--- src/rtl/pbwf_pkg.sv ---
// Shared types and constants of the peak-bounded window finder.
package pbwf_pkg;

  localparam int DEF_MAX_SAMPLES = 4096;
  localparam int DEF_SAMPLE_BITS = 16;

  localparam int JOB_CNT_W = 17;
  localparam int JOB_SMP_W = 32;

  localparam int START_W = 12;
  localparam int END_W   = 12;
  localparam int LEN_W   = 13;
  localparam int MIN_GAP = 10;

  typedef struct packed {
    logic                        bank;
    logic                        dropped;
    logic [JOB_CNT_W-1:0]        count;
    logic signed [JOB_SMP_W-1:0] peak;
  } job_t;

  typedef enum logic [2:0] {
    ST_IDLE,
    ST_FWD,
    ST_BWD,
    ST_SUM,
    ST_PREP,
    ST_DIV,
    ST_OUT
  } back_st_t;

endpackage

--- src/rtl/pbwf_queue.sv ---
// Two-entry queue of finished blocks waiting for the analysis side.
module pbwf_queue (
  input  logic           clk,
  input  logic           rst_n,
  input  logic           push,
  input  pbwf_pkg::job_t push_job,
  input  logic           pop,
  output pbwf_pkg::job_t head_job,
  output logic           full,
  output logic           empty
);
  import pbwf_pkg::*;

  job_t       ent_r [2];
  logic       wp_r, rp_r;
  logic [1:0] cnt_r;

  assign full     = cnt_r == 2'd2;
  assign empty    = cnt_r == 2'd0;
  assign head_job = ent_r[rp_r];

  always_ff @(posedge clk) begin
    if (push) begin
      ent_r[wp_r] <= push_job;
    end
  end

  always_ff @(posedge clk) begin
    if (!rst_n) begin
      wp_r  <= 1'b0;
      rp_r  <= 1'b0;
      cnt_r <= 2'd0;
    end else begin
      if (push) begin
        wp_r <= !wp_r;
      end
      if (pop) begin
        rp_r <= !rp_r;
      end
      if (push && !pop) begin
        cnt_r <= cnt_r + 2'd1;
      end else if (pop && !push) begin
        cnt_r <= cnt_r - 2'd1;
      end
    end
  end

endmodule

--- config.mk ---
export PLATFORM = sky130hd
export DESIGN_NAME = pbwf_queue
export DESIGN_NICKNAME = d
export VERILOG_FILES = /design/src/rtl/pbwf_pkg.sv /design/src/rtl/pbwf_queue.sv
export SDC_FILE = /design/constraint.sdc
export NUM_CORES = 1
export LEC_CHECK = 0
export BUFFER_PORTS_ARGS = -buffer_cell sky130_fd_sc_hd__clkbuf_2
export CELL_PAD_IN_SITES_DETAIL_PLACEMENT = 1
export CELL_PAD_IN_SITES_GLOBAL_PLACEMENT = 1
export CORE_ASPECT_RATIO = 2
export CORE_MARGIN = 2
export CORE_UTILIZATION = 25
export DETAILED_ROUTE_END_ITERATION = 16
export GPL_TIMING_DRIVEN = 1
export HOLD_SLACK_MARGIN = 0.05
export PLACE_DENSITY = 0.58
export SLEW_MARGIN = 0
export SYNTH_ARGS = -nofsm -noshare
export SYNTH_HDL_FRONTEND = slang
export SYNTH_SLANG_ARGS = --single-unit
--- constraint.sdc ---
create_clock -name clk -period 4.8 [get_ports clk]
set_input_delay 0.96 -clock clk [delete_from_list [all_inputs] [get_ports clk]]
set_output_delay 0.96 -clock clk [all_outputs]
set_load 0.05 [all_outputs]
==> reports/metrics.cfg <==
[outcome]
status=finished clean

[global_routing]
grt_pass1_wl_mm=12.2
grt_overflow_total=0
antenna_found_initial=1
track_usage=0.0983
grt_pass1_vias=2242
grt_max_degree=38

[routing]
avgRoutedWirePerCell_um=15.8
totalWireLength_mm=7.85
num_vias=1998
dr.pass1.iters=4
via_per_inst=4.01
initialDrtViolationCount=64
drc=0
ant_nets=0

[synthesis]
syn_nets=237
netlist_instances=181
yosys-top-cells-count=edfxtp_1, mux2_2, dfxtp_1
yosysMostFrequentCell=edfxtp_1
syn_area_um2=3890
ys_types=17
synth_top_cell_area_share=0.787
async_reset_ff_frac=0
synth_area_leaders=edfxtp_1, mux2_2, dfxtp_1
synth_edf_count=102
synth_top_cell_by_area=edfxtp_1
synth-simple-area-share=0.0145
synth-adder-area-share=0.00321
synth-compound-area-share=0.00514
synth_xor_area_frac=0.00675
yosys_warnings=0
yosysSeqAreaShare=0.812
syn_area_per_cell_um2=21.5
ys_ff_latch=107
synth_top_family_by_area=multiplexers
muxShareOfSynthArea=0.147
synth_flop_cell=edfxtp_1

[min_path]
hp-class=flip-flop to flip-flop

[sta]
finalCriticalPeriod_ps=3200
rsz0062_at_grt=false
finalHoldViolations=0
fmax_mhz=313
slew_headroom=0.260
post-route-period-util=0.666
slew_violations=0
skew_ps=3.69
setup_viol=0
worstMarginPinSlew_ps=1110
finalSetupTns_ps=0

[floorplan]
initial_core_util=0.255
std_cell_rows=64
die_w_um=92.2
die_h_um=180
die-area_um2=16600
fp.coreArea_um2=15300
io_pins=108

[layout]
n_fill_cell=1582
final_area_um2=4950
fin_nets=352
layout-drive-gt1-share=0.587
insertedDiodeCount=0
area_growth_pct=27.1

[worst_setup_path]
critPathKind=flip-flop to primary output
endpoint_kind=primary output
critPathMaxFanout=28
start_kind=flip-flop
slowest_delay_ps=780
path_buf_inv=2
cp_cell_sequence=buf_4 > mux2_2 > clkbuf_2
worstPathRequired_ps=3840
critPathTopFamily=flip-flops
cp.arrival_ps=2240
crit_slowest_cell=dfxtp_2

[power_and_ir_drop]
power_frac_seq=0.514
p_leak_nw=1.85
p_sw_frac=0.264
ir_worst_vdd_uv=203
p_int_mw=1.58
combPwrFrac=0.162
clkPwrFrac=0.323
p_per_area_nw_per_um2=433
netSwitchingPower_mw=0.564

[place]
numPortBuffers=107
globalplace.congestion=0.711
hpwlAfterDp_mm=5.56
dpl_cell_area_um2=4670

[cts]
clock_latency_ps=330
postCtsHoldBufs=0
cts_tree=yes
root_buffer=clkbuf_16
cts_buffers=9
cts.sinks=107
cts.htree.levels=3
post_cts_resized=0
clockBufferDepth=2
clk_pin_slew_worst_paths_ps=60
cts_setup_buffers=0

[flow_run]
maxCapViolations=0

flip-flops by register name (all words and copies together) (netlist names), named ones only:
signal  count
rp_r        1
wp_r        1
cnt_r       2
ent_r     102
placed cells by master (no fill, tap or decap), types with 2 or more instances in the layout:
cell / Yosys / layout
clkbuf_1: 0 / 2
buf_4: 3 / 3
xor2_1: 2 / 2
dfxtp_1: 5 / 4
clkbuf_2: 0 / 107
edfxtp_1: 102 / 102
clkinv_1: 0 / 2
clkbuf_16: 0 / 9
and2_1: 4 / 3
mux2_2: 51 / 51
power by group through the flow:
stage | Combinational, mW | Clock (mW) | Sequential (mW)
floorplan | 0.271 | 0 | 1.11
global placement | 0.349 | 0 | 1.12
detailed placement | 0.354 | 0 | 1.12
CTS | 0.355 | 0.714 | 1.10
global route | 0.367 | 0.743 | 1.11
finish | 0.347 | 0.692 | 1.10
layer usage:
| layer | vias up | track usage | routed length [um] | share of wire |
|---|---|---|---|---|
| li1 | 928 | - | - | - |
| met1 | 1000 | 0.0929 | 2620 | 0.33 |
| met2 | 54 | 0.186 | 4630 | 0.59 |
| met3 | 14 | 0.0230 | 344 | 0.044 |
| met4 | 2 | 0.0591 | 244 | 0.031 |
| met5 | - | 0 | 14 | 0.0018 |
layout make-up:
class	instances	area (um^2)	area share
multi-input combinational	67	698	0.141
timing repair buffer	110	558	0.113
tap	198	248	0.0501
clock inverter	4	42.5	0.00860
inverter	1	3.75	0.000759
clock buffer	11	233	0.0470
sequential	107	3160	0.640
worst register-to-register path: stages (launching register included):
cell	delay [ps]
dfxtp_1	340
nor2b_4	860
buf_4	420
cell families (layout without fill, tap and decap cells):
| kind of cell | after synthesis | in the layout |
|---|---|---|
| DFF | 107 | 107 |
| muxes | 51 | 51 |
| and+or+nand+nor | 9 | 9 |
| buffers and inverters | 7 | 126 |
| AOI/OAI and AO/OA | 3 | 3 |
| xor gates and xnor gates | 3 | 3 |
| adders and majority gates | 1 | 1 |
worst paths after layout:
kind	start	end	slack, ps	depth (start not counted)
setup / recovery	flip-flop	head_job[45]	1600	3
hold / removal	cnt_r[1]	cnt_r[1]	550	2
setup reg to reg	wp_r	ent_r[0][14]	2860	2
hold reg to reg	cnt_r[1]	cnt_r[1]	550	2
through the flow:
step | instances | util | hold WS, ps | setup slack, ps | total power [mW]
4_1_cts | 498 | 0.323 | 559 | 1510 | 2.17
2_1_floorplan | 181 | - | 466 | 1080 | 1.38
6_report | 498 | 0.323 | 548 | 1600 | 2.14
5_1_grt | 498 | 0.323 | 617 | 1440 | 2.22
3_3_place_gp | 483 | 0.305 | 475 | 1910 | 1.47
3_5_place_dp | 483 | 0.305 | 548 | 1880 | 1.48
No activity file was read; power rests on OpenSTA's default activity.
