### src/rtl/pbwf_pkg.sv
// Shared types and constants of the peak-bounded window finder.
package pbwf_pkg;

  localparam int DEF_MAX_SAMPLES = 4096;
  localparam int DEF_SAMPLE_BITS = 16;

  localparam int JOB_CNT_W = 17;
  localparam int JOB_SMP_W = 32;

  localparam int START_W = 12;
  localparam int END_W   = 12;
  localparam int LEN_W   = 13;
  localparam int MIN_GAP = 10;

  typedef struct packed {
    logic                        bank;
    logic                        dropped;
    logic [JOB_CNT_W-1:0]        count;
    logic signed [JOB_SMP_W-1:0] peak;
  } job_t;

  typedef enum logic [2:0] {
    ST_IDLE,
    ST_FWD,
    ST_BWD,
    ST_SUM,
    ST_PREP,
    ST_DIV,
    ST_OUT
  } back_st_t;

endpackage

### src/rtl/pbwf_front.sv
// Input side: stores samples into the free bank and tracks count, peak and drops.
module pbwf_front #(
  parameter int MAX_SAMPLES = pbwf_pkg::DEF_MAX_SAMPLES,
  parameter int SAMPLE_BITS = pbwf_pkg::DEF_SAMPLE_BITS
) (
  input  logic                                   clk,
  input  logic                                   rst_n,
  input  logic                                   in_tvalid,
  output logic                                   in_tready,
  input  logic [((SAMPLE_BITS+7)/8)*8-1:0]       in_tdata,
  input  logic                                   in_tlast,
  input  logic                                   q_full,
  output logic                                   q_push,
  output pbwf_pkg::job_t                         q_job,
  output logic                                   wr_en,
  output logic [$clog2(MAX_SAMPLES):0]           wr_addr,
  output logic [SAMPLE_BITS-1:0]                 wr_data
);
  import pbwf_pkg::*;

  localparam int AW = $clog2(MAX_SAMPLES);
  localparam int CW = $clog2(MAX_SAMPLES + 1);

  logic [CW-1:0]                 fill_r, fill_nxt;
  logic signed [SAMPLE_BITS-1:0] max_r, max_nxt;
  logic                          drop_r, drop_nxt;
  logic                          bank_r, bank_nxt;
  logic signed [SAMPLE_BITS-1:0] x;
  logic                          acc;
  logic                          store;

  assign x         = in_tdata[SAMPLE_BITS-1:0];
  assign in_tready = !q_full;
  assign acc       = in_tvalid && !q_full;
  assign store     = fill_r < CW'(MAX_SAMPLES);
  assign wr_en     = acc && store;
  assign wr_addr   = {bank_r, fill_r[AW-1:0]};
  assign wr_data   = x;

  always_comb begin
    fill_nxt = fill_r;
    max_nxt  = max_r;
    drop_nxt = drop_r;
    bank_nxt = bank_r;
    q_push   = 1'b0;
    q_job    = '0;
    if (acc) begin
      if (store) begin
        fill_nxt = fill_r + CW'(1);
        if (fill_r == '0 || x > max_r) begin
          max_nxt = x;
        end
      end else begin
        drop_nxt = 1'b1;
      end
      if (in_tlast) begin
        q_push        = 1'b1;
        q_job.bank    = bank_r;
        q_job.dropped = drop_nxt;
        q_job.count   = JOB_CNT_W'(fill_nxt);
        q_job.peak    = JOB_SMP_W'(max_nxt);
        fill_nxt      = '0;
        max_nxt       = '0;
        drop_nxt      = 1'b0;
        bank_nxt      = !bank_r;
      end
    end
  end

  always_ff @(posedge clk) begin
    if (!rst_n) begin
      fill_r <= '0;
      max_r  <= '0;
      drop_r <= 1'b0;
      bank_r <= 1'b0;
    end else begin
      fill_r <= fill_nxt;
      max_r  <= max_nxt;
      drop_r <= drop_nxt;
      bank_r <= bank_nxt;
    end
  end

endmodule

### config.mk
export PLATFORM = sky130hd
export DESIGN_NAME = pbwf_front
export DESIGN_NICKNAME = d
export VERILOG_FILES = /design/src/rtl/pbwf_pkg.sv /design/src/rtl/pbwf_front.sv
export SDC_FILE = /design/constraint.sdc
export NUM_CORES = 1
export LEC_CHECK = 0
export BUFFER_PORTS_ARGS = -buffer_cell sky130_fd_sc_hd__buf_2
export CAP_MARGIN = 40
export CORE_ASPECT_RATIO = 1.4
export CORE_MARGIN = 4
export CORE_UTILIZATION = 50
export DETAILED_ROUTE_END_ITERATION = 10
export PLACE_DENSITY = 0.79
export RECOVER_POWER = 100
export SYNTH_ARGS = -nofsm -noshare
export SYNTH_HDL_FRONTEND = slang
export SYNTH_SLANG_ARGS = --single-unit
### constraint.sdc
create_clock -name clk -period 4.13 [get_ports clk]
set_input_delay 0.6195 -clock clk [delete_from_list [all_inputs] [get_ports clk]]
set_output_delay 0.6195 -clock clk [all_outputs]
set_load 0.01 [all_outputs]
==> impl_metrics.csv, run 1 <==
group,metric,value,unit
status,run_status,"completed",
timing,finalCritPeriodShare,0.930,
worst_setup_path,regToRegStartpoint,"max_r[11]",
timing,timing_hold_violations_final,0,
pwr,power_switching_share,0.286,
detailed_routing,drtPass1Iterations,4,
placement,numPortBuffers,99,
global_routing,most_used_layer_global_route,"met2",
timing,setup_viol,0,
clock_network,cts_htree_levels,2,
clock_network,cts_tree,"built",
yosys,synth.cell_area,2670,um^2
hold_path,whs_endpoint,"drop_r",
pwr,p_leak,0.00106,uW
yosys,synth-async-reset-ratio,0,
worst_setup_path,worst-r2r-cell-count,10,
detailed_routing,drt_drc_violations_left,0,
worst_setup_path,worst-setup-path-type,"in2out",
timing,maxSlewHeadroom,0.162,
worst_setup_path,largest_fanout_on_the_critical_path,9,
worst_setup_path,critical_path.startpoint_type,"input port",
floorplan,coreArea,5160,um^2
pwr,power.share.combinational,0.194,
timing,tightestPinTransition,1260,ps
global_routing,total_grt_overflow,0,
cells_and_area,commonest_cells_after_routing_fill_and_taps_aside,"sky130_fd_sc_hd__clkbuf_1, sky130_fd_sc_hd__dfxtp_1, sky130_fd_sc_hd__nor2_1",
yosys,synth_compound_area_frac,0.226,
clock_network,cts_num_sinks,31,
yosys,synth_area_in_simple_gates,0.209,
global_routing,grt_pass1_vias,2403,
yosys,synth_mux_area_frac,0,
global_routing,grt_antenna_before_repair,0,
pwr,power.sequential.fraction,0.437,
pwr,power_density,251,nW/um^2
timing,max_clock_freq,260,MHz
pwr,power_frac_clock,0.369,
timing,setup-tns-final,0,ps
global_routing,maximum_number_of_pins_on_one_net_before_global_route_repair,19,
floorplan,design.portCount,104,
detailed_routing,detail_route.iter0.violations,135,
global_routing,grt_pass1_wl,11200,um
yosys,synth_top_flop_cell,"sky130_fd_sc_hd__dfxtp_1",
yosys,edff_count_synth,0,
worst_setup_path,critical_path.reg2reg.endpoint,"max_r[12]",
yosys,synth_cell_type_count,40,
pwr,max-vdd-ir-drop,0.186,mV
job,max-cap-violations,0,
cells_and_area,flow.area_growth_from_synthesis,5.95,%
clock_network,clk_path_buf_depth,2,
floorplan,die_h,94.4,um
clock_network,clk_root_buffer_cell,"sky130_fd_sc_hd__clkbuf_8",
clock_network,numCtsBuffers,5,
worst_setup_path,cp_data_required_time,3510,ps
detailed_routing,wire_per_inst,14.4,um
yosys,synthCells,355,
global_routing,gr_layer_usage_met1,0.227,
yosys,synthAdderAreaFrac,0.0844,
yosys,synthXorXnorAreaFrac,0.0394,
worst_setup_path,cp-end-kind,"output pin",
global_routing,met3_usage,0.0330,
detailed_routing,routed_wl,6780,um
timing,final_max_slew_viol_count,0,
clock_network,post_cts_resize_count,0,
cells_and_area,drive_gt1_frac,0.131,
yosys,yosysSeqAreaShare,0.233,
detailed_routing,via_count,2607,
clock_network,clk_pin_slew_worst_paths,60,ps
placement,routabilityCongestion,0.894,
detailed_routing,antenna_violating_nets_post_route,0,
detailed_routing,post_drt_via_cell_ratio,5.54,
global_routing,global_route.usage.met2,0.381,
yosys,avgSynthCellArea,7.52,um^2
pwr,net-switching-power,203,uW
yosys,synthesis.yosys.warnings,0,
floorplan,die_area,6590,um^2
timing,final_period_minus_worst_setup_slack,3840,ps
yosys,dominant_combinational_cell_family_by_area_after_synthesis,"compound AO/OA/AOI/OAI gates",
timing,finalClockSkew,3.64,ps
global_routing,global_route.usage.total,0.205,
worst_setup_path,cp.arrival,3220,ps
hold_path,hold_path_startpoint,"drop_r",
timing,grt_setup_unrepaired,"false",
clock_network,worst_skew_pair.late_latency,280,ps
floorplan,floorplan.rows,31,
hold_path,whs_path_depth,2,
cells_and_area,final_common_cell,"sky130_fd_sc_hd__clkbuf_1",
clock_network,post_cts_hold_buffer_count,0,
worst_setup_path,r2r_setup_slack,450,ps
timing,fin_hold_ws,491,ps
clock_network,post_cts_buffers,0,
hold_path,hp-class,"reg2reg",
floorplan,die_width,69.7,um
placement,place_hpwl,5070,um
cells_and_area,antenna_cells,0,
pwr,p_int,506,uW
cells_and_area,nets,443,
pwr,overall_power,709,uW
floorplan,start_util,0.517,
yosys,synth-seq-cells,31,
[Yosys cell counts (2+ instances only)]
master                      n  area share
sky130_fd_sc_hd__nor3_1     7       0.013
sky130_fd_sc_hd__buf_2      2      0.0038
sky130_fd_sc_hd__o21a_1     2      0.0056
sky130_fd_sc_hd__o21ai_0   28       0.053
sky130_fd_sc_hd__a211oi_1   3      0.0084
sky130_fd_sc_hd__clkbuf_1  13       0.018
sky130_fd_sc_hd__nor2_1    30       0.042
sky130_fd_sc_hd__dfxtp_1   31        0.23
sky130_fd_sc_hd__nand4_1    6       0.014
sky130_fd_sc_hd__buf_6      3       0.013
sky130_fd_sc_hd__nor2b_1   15       0.035
sky130_fd_sc_hd__and3_1     6       0.014
sky130_fd_sc_hd__inv_1     23       0.032
sky130_fd_sc_hd__xor2_1     4       0.013
sky130_fd_sc_hd__buf_4     49        0.14
sky130_fd_sc_hd__or3_1      2      0.0047
sky130_fd_sc_hd__ha_1      18       0.084
sky130_fd_sc_hd__nand2_1   13       0.018
sky130_fd_sc_hd__nor4_1     3      0.0070
sky130_fd_sc_hd__nand3_1   21       0.039
sky130_fd_sc_hd__a22o_2    16       0.060
sky130_fd_sc_hd__xnor2_1    8       0.026
sky130_fd_sc_hd__a22oi_1    7       0.020
sky130_fd_sc_hd__a21oi_1   28       0.053
sky130_fd_sc_hd__a31oi_1    2      0.0047
[registers in the layout, indices dropped and copies added (netlist names)]
| register | cells |
|---|---|
| fill_r | 13 |
| max_r | 16 |
| drop_r | 1 |
| bank_r | 1 |
[cell families after synthesis]
family | Yosys count
flip-flops | 31
AND/OR/NAND/NOR | 109
adder cells (fa/ha/maj) | 18
XOR/XNOR | 12
AO/OA/AOI/OAI | 92
other | 1
buffers and inverters | 92
[cell type report]
type	count	area, um^2
clock buffer	8	100
fill	570	2330
inverter	23	86.3
multi-input combinational	235	1490
sequential	31	621
tap	66	82.6
timing repair buffer	108	445
[worst max path at each step]
stage                 startpoint         to  slack [ps]  cells after the start
floorplan            in_tdata[6]  q_job[16]          90                     10
global placement    in_tdata[15]  q_job[14]         420                     10
detailed placement  in_tdata[15]  q_job[13]         340                     10
CTS                 in_tdata[15]  q_job[13]         340                     10
global route        in_tdata[11]   q_job[0]          80                     11
finish              in_tdata[15]  q_job[13]         290                     10
[power groups by stage]
stage / clock network (uW) / registers [uW] / logic, uW
floorplan: 0 / 315 / 111
CTS: 267 / 310 / 146
finish: 262 / 310 / 137
global placement: 0 / 317 / 141
detailed placement: 0 / 317 / 145
global route: 279 / 311 / 156
[worst max-delay path, stage by stage]
cell and delay, ps:
sky130_fd_sc_hd__buf_2 130, sky130_fd_sc_hd__ha_1 350, sky130_fd_sc_hd__nand4_1 180, sky130_fd_sc_hd__nor4_1 620
sky130_fd_sc_hd__or3b_2 240, sky130_fd_sc_hd__o21a_1 320, sky130_fd_sc_hd__clkbuf_2 280, sky130_fd_sc_hd__nand3_1 100
sky130_fd_sc_hd__a21oi_1 190, sky130_fd_sc_hd__clkbuf_1 180
[through the flow]
stage               worst slack (ps)  std cells  instance area, um^2   util
floorplan                       94.8        358                 2680      -
global placement                 419        463                 2860  0.554
detailed placement               341        463                 2860  0.554
CTS                              339        471                 2960  0.573
global route                    81.7        471                 2830  0.548
finish                           290        471                 2830  0.548
[per-layer routing]
metal,wire length [um],part of all wire
met1,2560,0.38
met2,3530,0.52
met3,500,0.074
met4,196,0.029
met5,0,0
Power figures use the tool's default switching activity.
==> run 2: changes to the inputs <==
--- a/config.mk
+++ b/config.mk
@@ -7,7 +7,7 @@
 export LEC_CHECK = 0
 export BUFFER_PORTS_ARGS = -buffer_cell sky130_fd_sc_hd__buf_2
 export CAP_MARGIN = 40
-export CORE_ASPECT_RATIO = 1.4
+export CORE_ASPECT_RATIO = 0.75
 export CORE_MARGIN = 4
 export CORE_UTILIZATION = 50
 export DETAILED_ROUTE_END_ITERATION = 10
==> run 2 against run 1 <==
Die area about the same. Design area up 1.1%. Clock-buffer cell count unchanged. Cell count up 1.7%. Worst setup slack about the same. Flip-flop and latch count unchanged. Routed wire length up 3.3%. Clock skew up 2.4 ps. Non-clock buffer count up 2. Clock power up 3%. Sequential power about the same. Combinational power up 4%. Critical path type unchanged. Largest cell class unchanged.
==> impl_metrics.csv, run 2 (synthesized netlist as in run 1, its figures left out) <==
group,metric,value,unit
status,run_status,"completed",
clock_network,cts_tree,"built",
cells_and_area,final_common_cell,"sky130_fd_sc_hd__clkbuf_1",
cells_and_area,combined_area_of_the_multi_input_logic_cells,1490,um^2
floorplan,die_area,6580,um^2
clock_network,clk_root_buffer_cell,"sky130_fd_sc_hd__clkbuf_8",
detailed_routing,via_count,2598,
worst_setup_path,cp_data_required_time,3510,ps
timing,tightestPinTransition,1330,ps
worst_setup_path,cp.arrival,3220,ps
floorplan,coreArea,5040,um^2
clock_network,worst_skew_pair.late_latency,280,ps
hold_path,hold_path_startpoint,"drop_r",
placement,numPortBuffers,99,
hold_path,whs_path_depth,2,
timing,final_period_minus_worst_setup_slack,3840,ps
global_routing,total_grt_overflow,0,
floorplan,floorplan.rows,22,
floorplan,design.portCount,104,
pwr,overall_power,721,uW
timing,maxSlewHeadroom,0.113,
floorplan,die_width,92.4,um
global_routing,grt_antenna_before_repair,0,
detailed_routing,post_drt_via_cell_ratio,5.42,
placement,place_hpwl,5180,um
cells_and_area,drive_gt1_frac,0.138,
placement,routabilityCongestion,0.885,
cells_and_area,ff_latch_area,621,um^2
timing,setup-tns-final,0,ps
cells_and_area,final_core_utilization,0.568,
floorplan,start_util,0.530,
pwr,max-vdd-ir-drop,0.145,mV
worst_setup_path,regToRegStartpoint,"max_r[11]",
timing,final_max_slew_viol_count,0,
clock_network,post_cts_hold_buffer_count,0,
cells_and_area,antenna_cells,0,
job,max-cap-violations,0,
placement,place_ws,427,ps
worst_setup_path,critical_path.startpoint_type,"input port",
timing,finalCritPeriodShare,0.930,
cells_and_area,nets,445,
clock_network,clk_pin_slew_worst_paths,60,ps
timing,finalWorstSetupSlack,290,ps
clock_network,clk_path_buf_depth,2,
worst_setup_path,worst-r2r-cell-count,10,
pwr,power_density,252,nW/um^2
detailed_routing,drt_drc_violations_left,0,
global_routing,grt_pass1_wl,10800,um
detailed_routing,drtPass1Iterations,4,
global_routing,grt_pass1_vias,2337,
cells_and_area,layout.cells.non_filler,479,
floorplan,die_h,71.3,um
clock_network,numCtsBuffers,5,
pwr,p_leak,0.00107,uW
global_routing,global_route.usage.total,0.199,
placement,place_inst,471,
global_routing,maximum_number_of_pins_on_one_net_before_global_route_repair,21,
timing,finalClockSkew,6.04,ps
timing,setup_viol,0,
detailed_routing,wire_per_inst,14.6,um
cells_and_area,largestRegisters,"max_r: 16 flops, fill_r: 13 flops",
detailed_routing,antenna_violating_nets_post_route,0,
worst_setup_path,cp-end-kind,"output pin",
detailed_routing,routed_wl,7010,um
timing,grt_setup_unrepaired,"false",
hold_path,hp-class,"reg2reg",
cells_and_area,fillCellCount,536,
clock_network,post_cts_buffers,0,
worst_setup_path,critical_path.reg2reg.endpoint,"max_r[8]",
cells_and_area,flow.area_growth_from_synthesis,7.13,%
cells_and_area,regMostFlops,"max_r",
clock_network,post_cts_resize_count,0,
timing,max_clock_freq,260,MHz
cells_and_area,largest_reg_flops,16,
detailed_routing,detail_route.iter0.violations,200,
hold_path,whs_endpoint,"drop_r",
worst_setup_path,largest_fanout_on_the_critical_path,17,
cells_and_area,commonest_cells_after_routing_fill_and_taps_aside,"sky130_fd_sc_hd__clkbuf_1, sky130_fd_sc_hd__dfxtp_1, sky130_fd_sc_hd__nor2_1",
worst_setup_path,worst-setup-path-type,"in2out",
clock_network,cts_num_sinks,31,
clock_network,cts_htree_levels,2,
timing,timing_hold_violations_final,0,
worst_setup_path,r2r_setup_slack,400,ps
-- run 2: cell count changes in the layout (fill, tap and decap cells not counted) --
cell and change:
sky130_fd_sc_hd__buf_2 -1, sky130_fd_sc_hd__clkbuf_1 -1, sky130_fd_sc_hd__buf_4 +5, sky130_fd_sc_hd__clkbuf_2 -1
sky130_fd_sc_hd__and2_1 -1, sky130_fd_sc_hd__and2_0 +1
-- run 2: worst max-delay path by stage --
| stage | start | endpoint | slack (ps) |
|---|---|---|---|
| after floorplan | in_tdata[6] | q_job[16] | 90 |
| after global placement | in_tdata[15] | q_job[17] | 510 |
| after detailed placement | in_tdata[11] | q_job[17] | 430 |
| after CTS | in_tdata[11] | q_job[17] | 380 |
| after global routing | in_tdata[11] | q_job[21] | 130 |
| final | in_tdata[11] | q_job[21] | 290 |
-- run 2: layout make-up --
| cell class | count | area share |
|---|---|---|
| clock buffer | 8 | 0.0350 |
| inverter | 23 | 0.0302 |
| multi-input combinational | 235 | 0.522 |
| sequential | 31 | 0.217 |
| tap | 72 | 0.0315 |
| timing repair buffer | 110 | 0.164 |
-- run 2: power breakdown --
group	switching (uW)	internal, uW	leakage, uW
logic	90.3	51.6	0.000767
clock network	116	152	0.0000515
registers	5.58	305	0.000251
total	212	509	0.00107
-- run 2: worst max-delay path, stage by stage --
cell,delay (ps)
sky130_fd_sc_hd__clkbuf_1,120
sky130_fd_sc_hd__ha_1,340
sky130_fd_sc_hd__nand4_1,170
sky130_fd_sc_hd__a211o_1,310
sky130_fd_sc_hd__a31oi_1,260
sky130_fd_sc_hd__a211oi_1,120
sky130_fd_sc_hd__nor3_1,350
sky130_fd_sc_hd__buf_4,230
sky130_fd_sc_hd__o21ai_0,100
sky130_fd_sc_hd__a21oi_1,190
sky130_fd_sc_hd__buf_4,230
sky130_fd_sc_hd__clkbuf_1,180
-- run 2: metrics by stage --
stage,hold slack (ps),area (um^2)
6_report,501,2860
5_1_grt,531,2860
4_1_cts,499,2980
3_5_place_dp,480,2880
3_3_place_gp,454,2880
2_1_floorplan,437,2680
-- run 2: layer usage --
layer	global-route usage	up-vias	wire [um]
met1	0.283	1172	3270
li1	-	1281	-
met3	0.0493	8	737
met4	0.0692	0	78
met5	0	-	0
met2	0.293	137	2930
==> run 3: changes to the inputs <==
--- a/config.mk
+++ b/config.mk
@@ -5,13 +5,15 @@
 export SDC_FILE = /design/constraint.sdc
 export NUM_CORES = 1
 export LEC_CHECK = 0
-export BUFFER_PORTS_ARGS = -buffer_cell sky130_fd_sc_hd__buf_2
+export BUFFER_PORTS_ARGS = -buffer_cell sky130_fd_sc_hd__buf_4
 export CAP_MARGIN = 40
+export CELL_PAD_IN_SITES_DETAIL_PLACEMENT = 2
+export CELL_PAD_IN_SITES_GLOBAL_PLACEMENT = 2
 export CORE_ASPECT_RATIO = 0.75
 export CORE_MARGIN = 4
-export CORE_UTILIZATION = 50
+export CORE_UTILIZATION = 26
 export DETAILED_ROUTE_END_ITERATION = 10
-export PLACE_DENSITY = 0.79
+export PLACE_DENSITY = 0.76
 export RECOVER_POWER = 100
 export SYNTH_ARGS = -nofsm -noshare
 export SYNTH_HDL_FRONTEND = slang
==> run 3 against run 2 <==
Non-clock buffer count shrank 1. Design area up 5.9%. Flip-flop and latch count is the same. Register-to-register slack improved by 260 ps. Total power increased by 16%. Cell count increased by 12%. Largest cell class unchanged.
==> impl_metrics.csv, run 3 (synthesized netlist as in run 1, its figures left out) <==
group,metric,value,unit
status,run_status,"completed",
cells_and_area,nets,444,
worst_setup_path,cp-end-kind,"output pin",
floorplan,die_width,125,um
worst_setup_path,r2r_setup_slack,660,ps
placement,routabilityCongestion,0.751,
detailed_routing,met2_wirelength,4320,um
worst_setup_path,regToRegStartpoint,"max_r[11]",
detailed_routing,detail_route.iter0.violations,102,
detailed_routing,routed_wl,9330,um
floorplan,coreArea,9850,um^2
clock_network,post_cts_resize_count,0,
clock_network,clk_path_buf_depth,2,
pwr,max-vdd-ir-drop,0.123,mV
timing,fin_hold_ws,475,ps
floorplan,die_area,12000,um^2
timing,timing_hold_violations_final,0,
cells_and_area,final_common_cell,"sky130_fd_sc_hd__clkbuf_1",
cells_and_area,largest_reg_flops,16,
timing,max_clock_freq,262,MHz
timing,setup_viol,0,
global_routing,global_route.usage.total,0.155,
worst_setup_path,worst_path_max_delay_cell,"sky130_fd_sc_hd__ha_1",
clock_network,clk_pin_slew_worst_paths,50,ps
timing,setup-tns-final,0,ps
clock_network,numCtsBuffers,5,
cells_and_area,commonest_cells_after_routing_fill_and_taps_aside,"sky130_fd_sc_hd__clkbuf_1, sky130_fd_sc_hd__dfxtp_1, sky130_fd_sc_hd__nor2_1",
cells_and_area,drive_gt1_frac,0.141,
global_routing,grt_antenna_before_repair,0,
global_routing,total_grt_overflow,0,
timing,finalClockSkew,5.72,ps
detailed_routing,wl_met1,4640,um
clock_network,worst_skew_pair.late_latency,270,ps
detailed_routing,wire_per_inst,17.4,um
timing,tightestPinTransition,885,ps
cells_and_area,final_core_utilization,0.307,
cells_and_area,flow.area_growth_from_synthesis,13.5,%
timing,final_max_slew_viol_count,0,
clock_network,cts_htree_levels,2,
worst_setup_path,worst-setup-path-type,"in2out",
worst_setup_path,cp_data_required_time,3510,ps
floorplan,design.portCount,104,
worst_setup_path,critical_path.startpoint_type,"input port",
job,max-cap-violations,0,
clock_network,clk_root_buffer_cell,"sky130_fd_sc_hd__clkbuf_16",
clock_network,post_cts_buffers,0,
worst_setup_path,largest_fanout_on_the_critical_path,17,
detailed_routing,topRoutingLayerUsed,"met4",
global_routing,grt_pass1_wl,15100,um
worst_setup_path,crit_end,"q_job[22]",
floorplan,die_h,95.7,um
placement,numPortBuffers,99,
timing,maxSlewHeadroom,0.410,
pwr,p_leak,0.00111,uW
worst_setup_path,cp.arrival,3200,ps
detailed_routing,post_drt_via_cell_ratio,4.97,
timing,grt_setup_unrepaired,"false",
timing,final_period_minus_worst_setup_slack,3820,ps
hold_path,hp-class,"reg2reg",
floorplan,start_util,0.271,
clock_network,cts_num_sinks,31,
worst_setup_path,crit_start,"in_tdata[11]",
worst_setup_path,crit_path_cell_trace,"clkbuf_1 > ha_1 > nand4_1 > a211o_1 > a31oi_1 > a211oi_1 > nor3_1 > buf_4 > o21ai_0 > a21oi_1 > buf_4 > clkbuf_1",
global_routing,grt_pass1_vias,2857,
timing,finalCritPeriodShare,0.926,
placement,place_hpwl,7080,um
detailed_routing,antenna_violating_nets_post_route,0,
detailed_routing,met3_length,315,um
detailed_routing,drtPass1Iterations,4,
worst_setup_path,worst-r2r-cell-count,10,
detailed_routing,drt_drc_violations_left,0,
cells_and_area,regMostFlops,"max_r",
global_routing,maximum_number_of_pins_on_one_net_before_global_route_repair,19,
cells_and_area,antenna_cells,0,
detailed_routing,via_count,2669,
pwr,power_density,276,nW/um^2
cells_and_area,largestRegisters,"max_r: 16 flops, fill_r: 13 flops",
worst_setup_path,critical_path.reg2reg.endpoint,"max_r[7]",
clock_network,post_cts_hold_buffer_count,0,
worst_setup_path,cpPeakStageDelay,370,ps
floorplan,floorplan.rows,31,
clock_network,cts_tree,"built",
==> run 3: final cells by class <==
cell class | count | area (um^2)
Tap cell | 132 | 165
Inverter | 23 | 86.3
Clock buffer | 6 | 139
Sequential cell | 31 | 621
Timing Repair Buffer | 109 | 515
Fill cell | 1230 | 6820
Clock inverter | 1 | 5.00
Multi-Input combinational cell | 235 | 1500
==> run 3: critical path, delay by kind of cell <==
| kind | cells | cell delay (ps) |
|---|---|---|
| compound gates | 5 | 990 |
| fa+ha+maj | 1 | 370 |
| buf+inv | 4 | 800 |
| simple gates | 2 | 420 |
==> run 3: where the power goes <==
| part | leakage [uW] | total [uW] | internal, uW | switching, uW |
|---|---|---|---|---|
| clock | 0.0000727 | 370 | 235 | 135 |
| combinational | 0.000782 | 156 | 57.1 | 98.7 |
| sequential | 0.000251 | 311 | 305 | 5.39 |
==> run 3: how the worst min path moves through the flow <==
stage,startpoint,end,slack (ps),depth (start not counted)
2_1_floorplan,drop_r,drop_r,440,2
3_3_place_gp,drop_r,drop_r,460,2
3_5_place_dp,drop_r,drop_r,460,2
4_1_cts,drop_r,drop_r,480,2
5_1_grt,drop_r,drop_r,530,2
6_report,drop_r,drop_r,480,2
==> run 3: metal layers <==
layer | vias up | GRT usage
met4 | 0 | 0.0244
li1 | 1274 | -
met2 | 61 | 0.255
met3 | 2 | 0.0283
met1 | 1332 | 0.216
met5 | - | 0
==> run 3: stage by stage <==
step           instances  total power (uW)  area, um^2  setup slack (ps)
2_1_floorplan        358               426        2680              94.8
3_3_place_gp         530               486        3190               558
3_5_place_dp         530               492        3190               404
4_1_cts              537               867        3340               378
5_1_grt              537               877        3030              81.1
6_report             537               836        3030               307
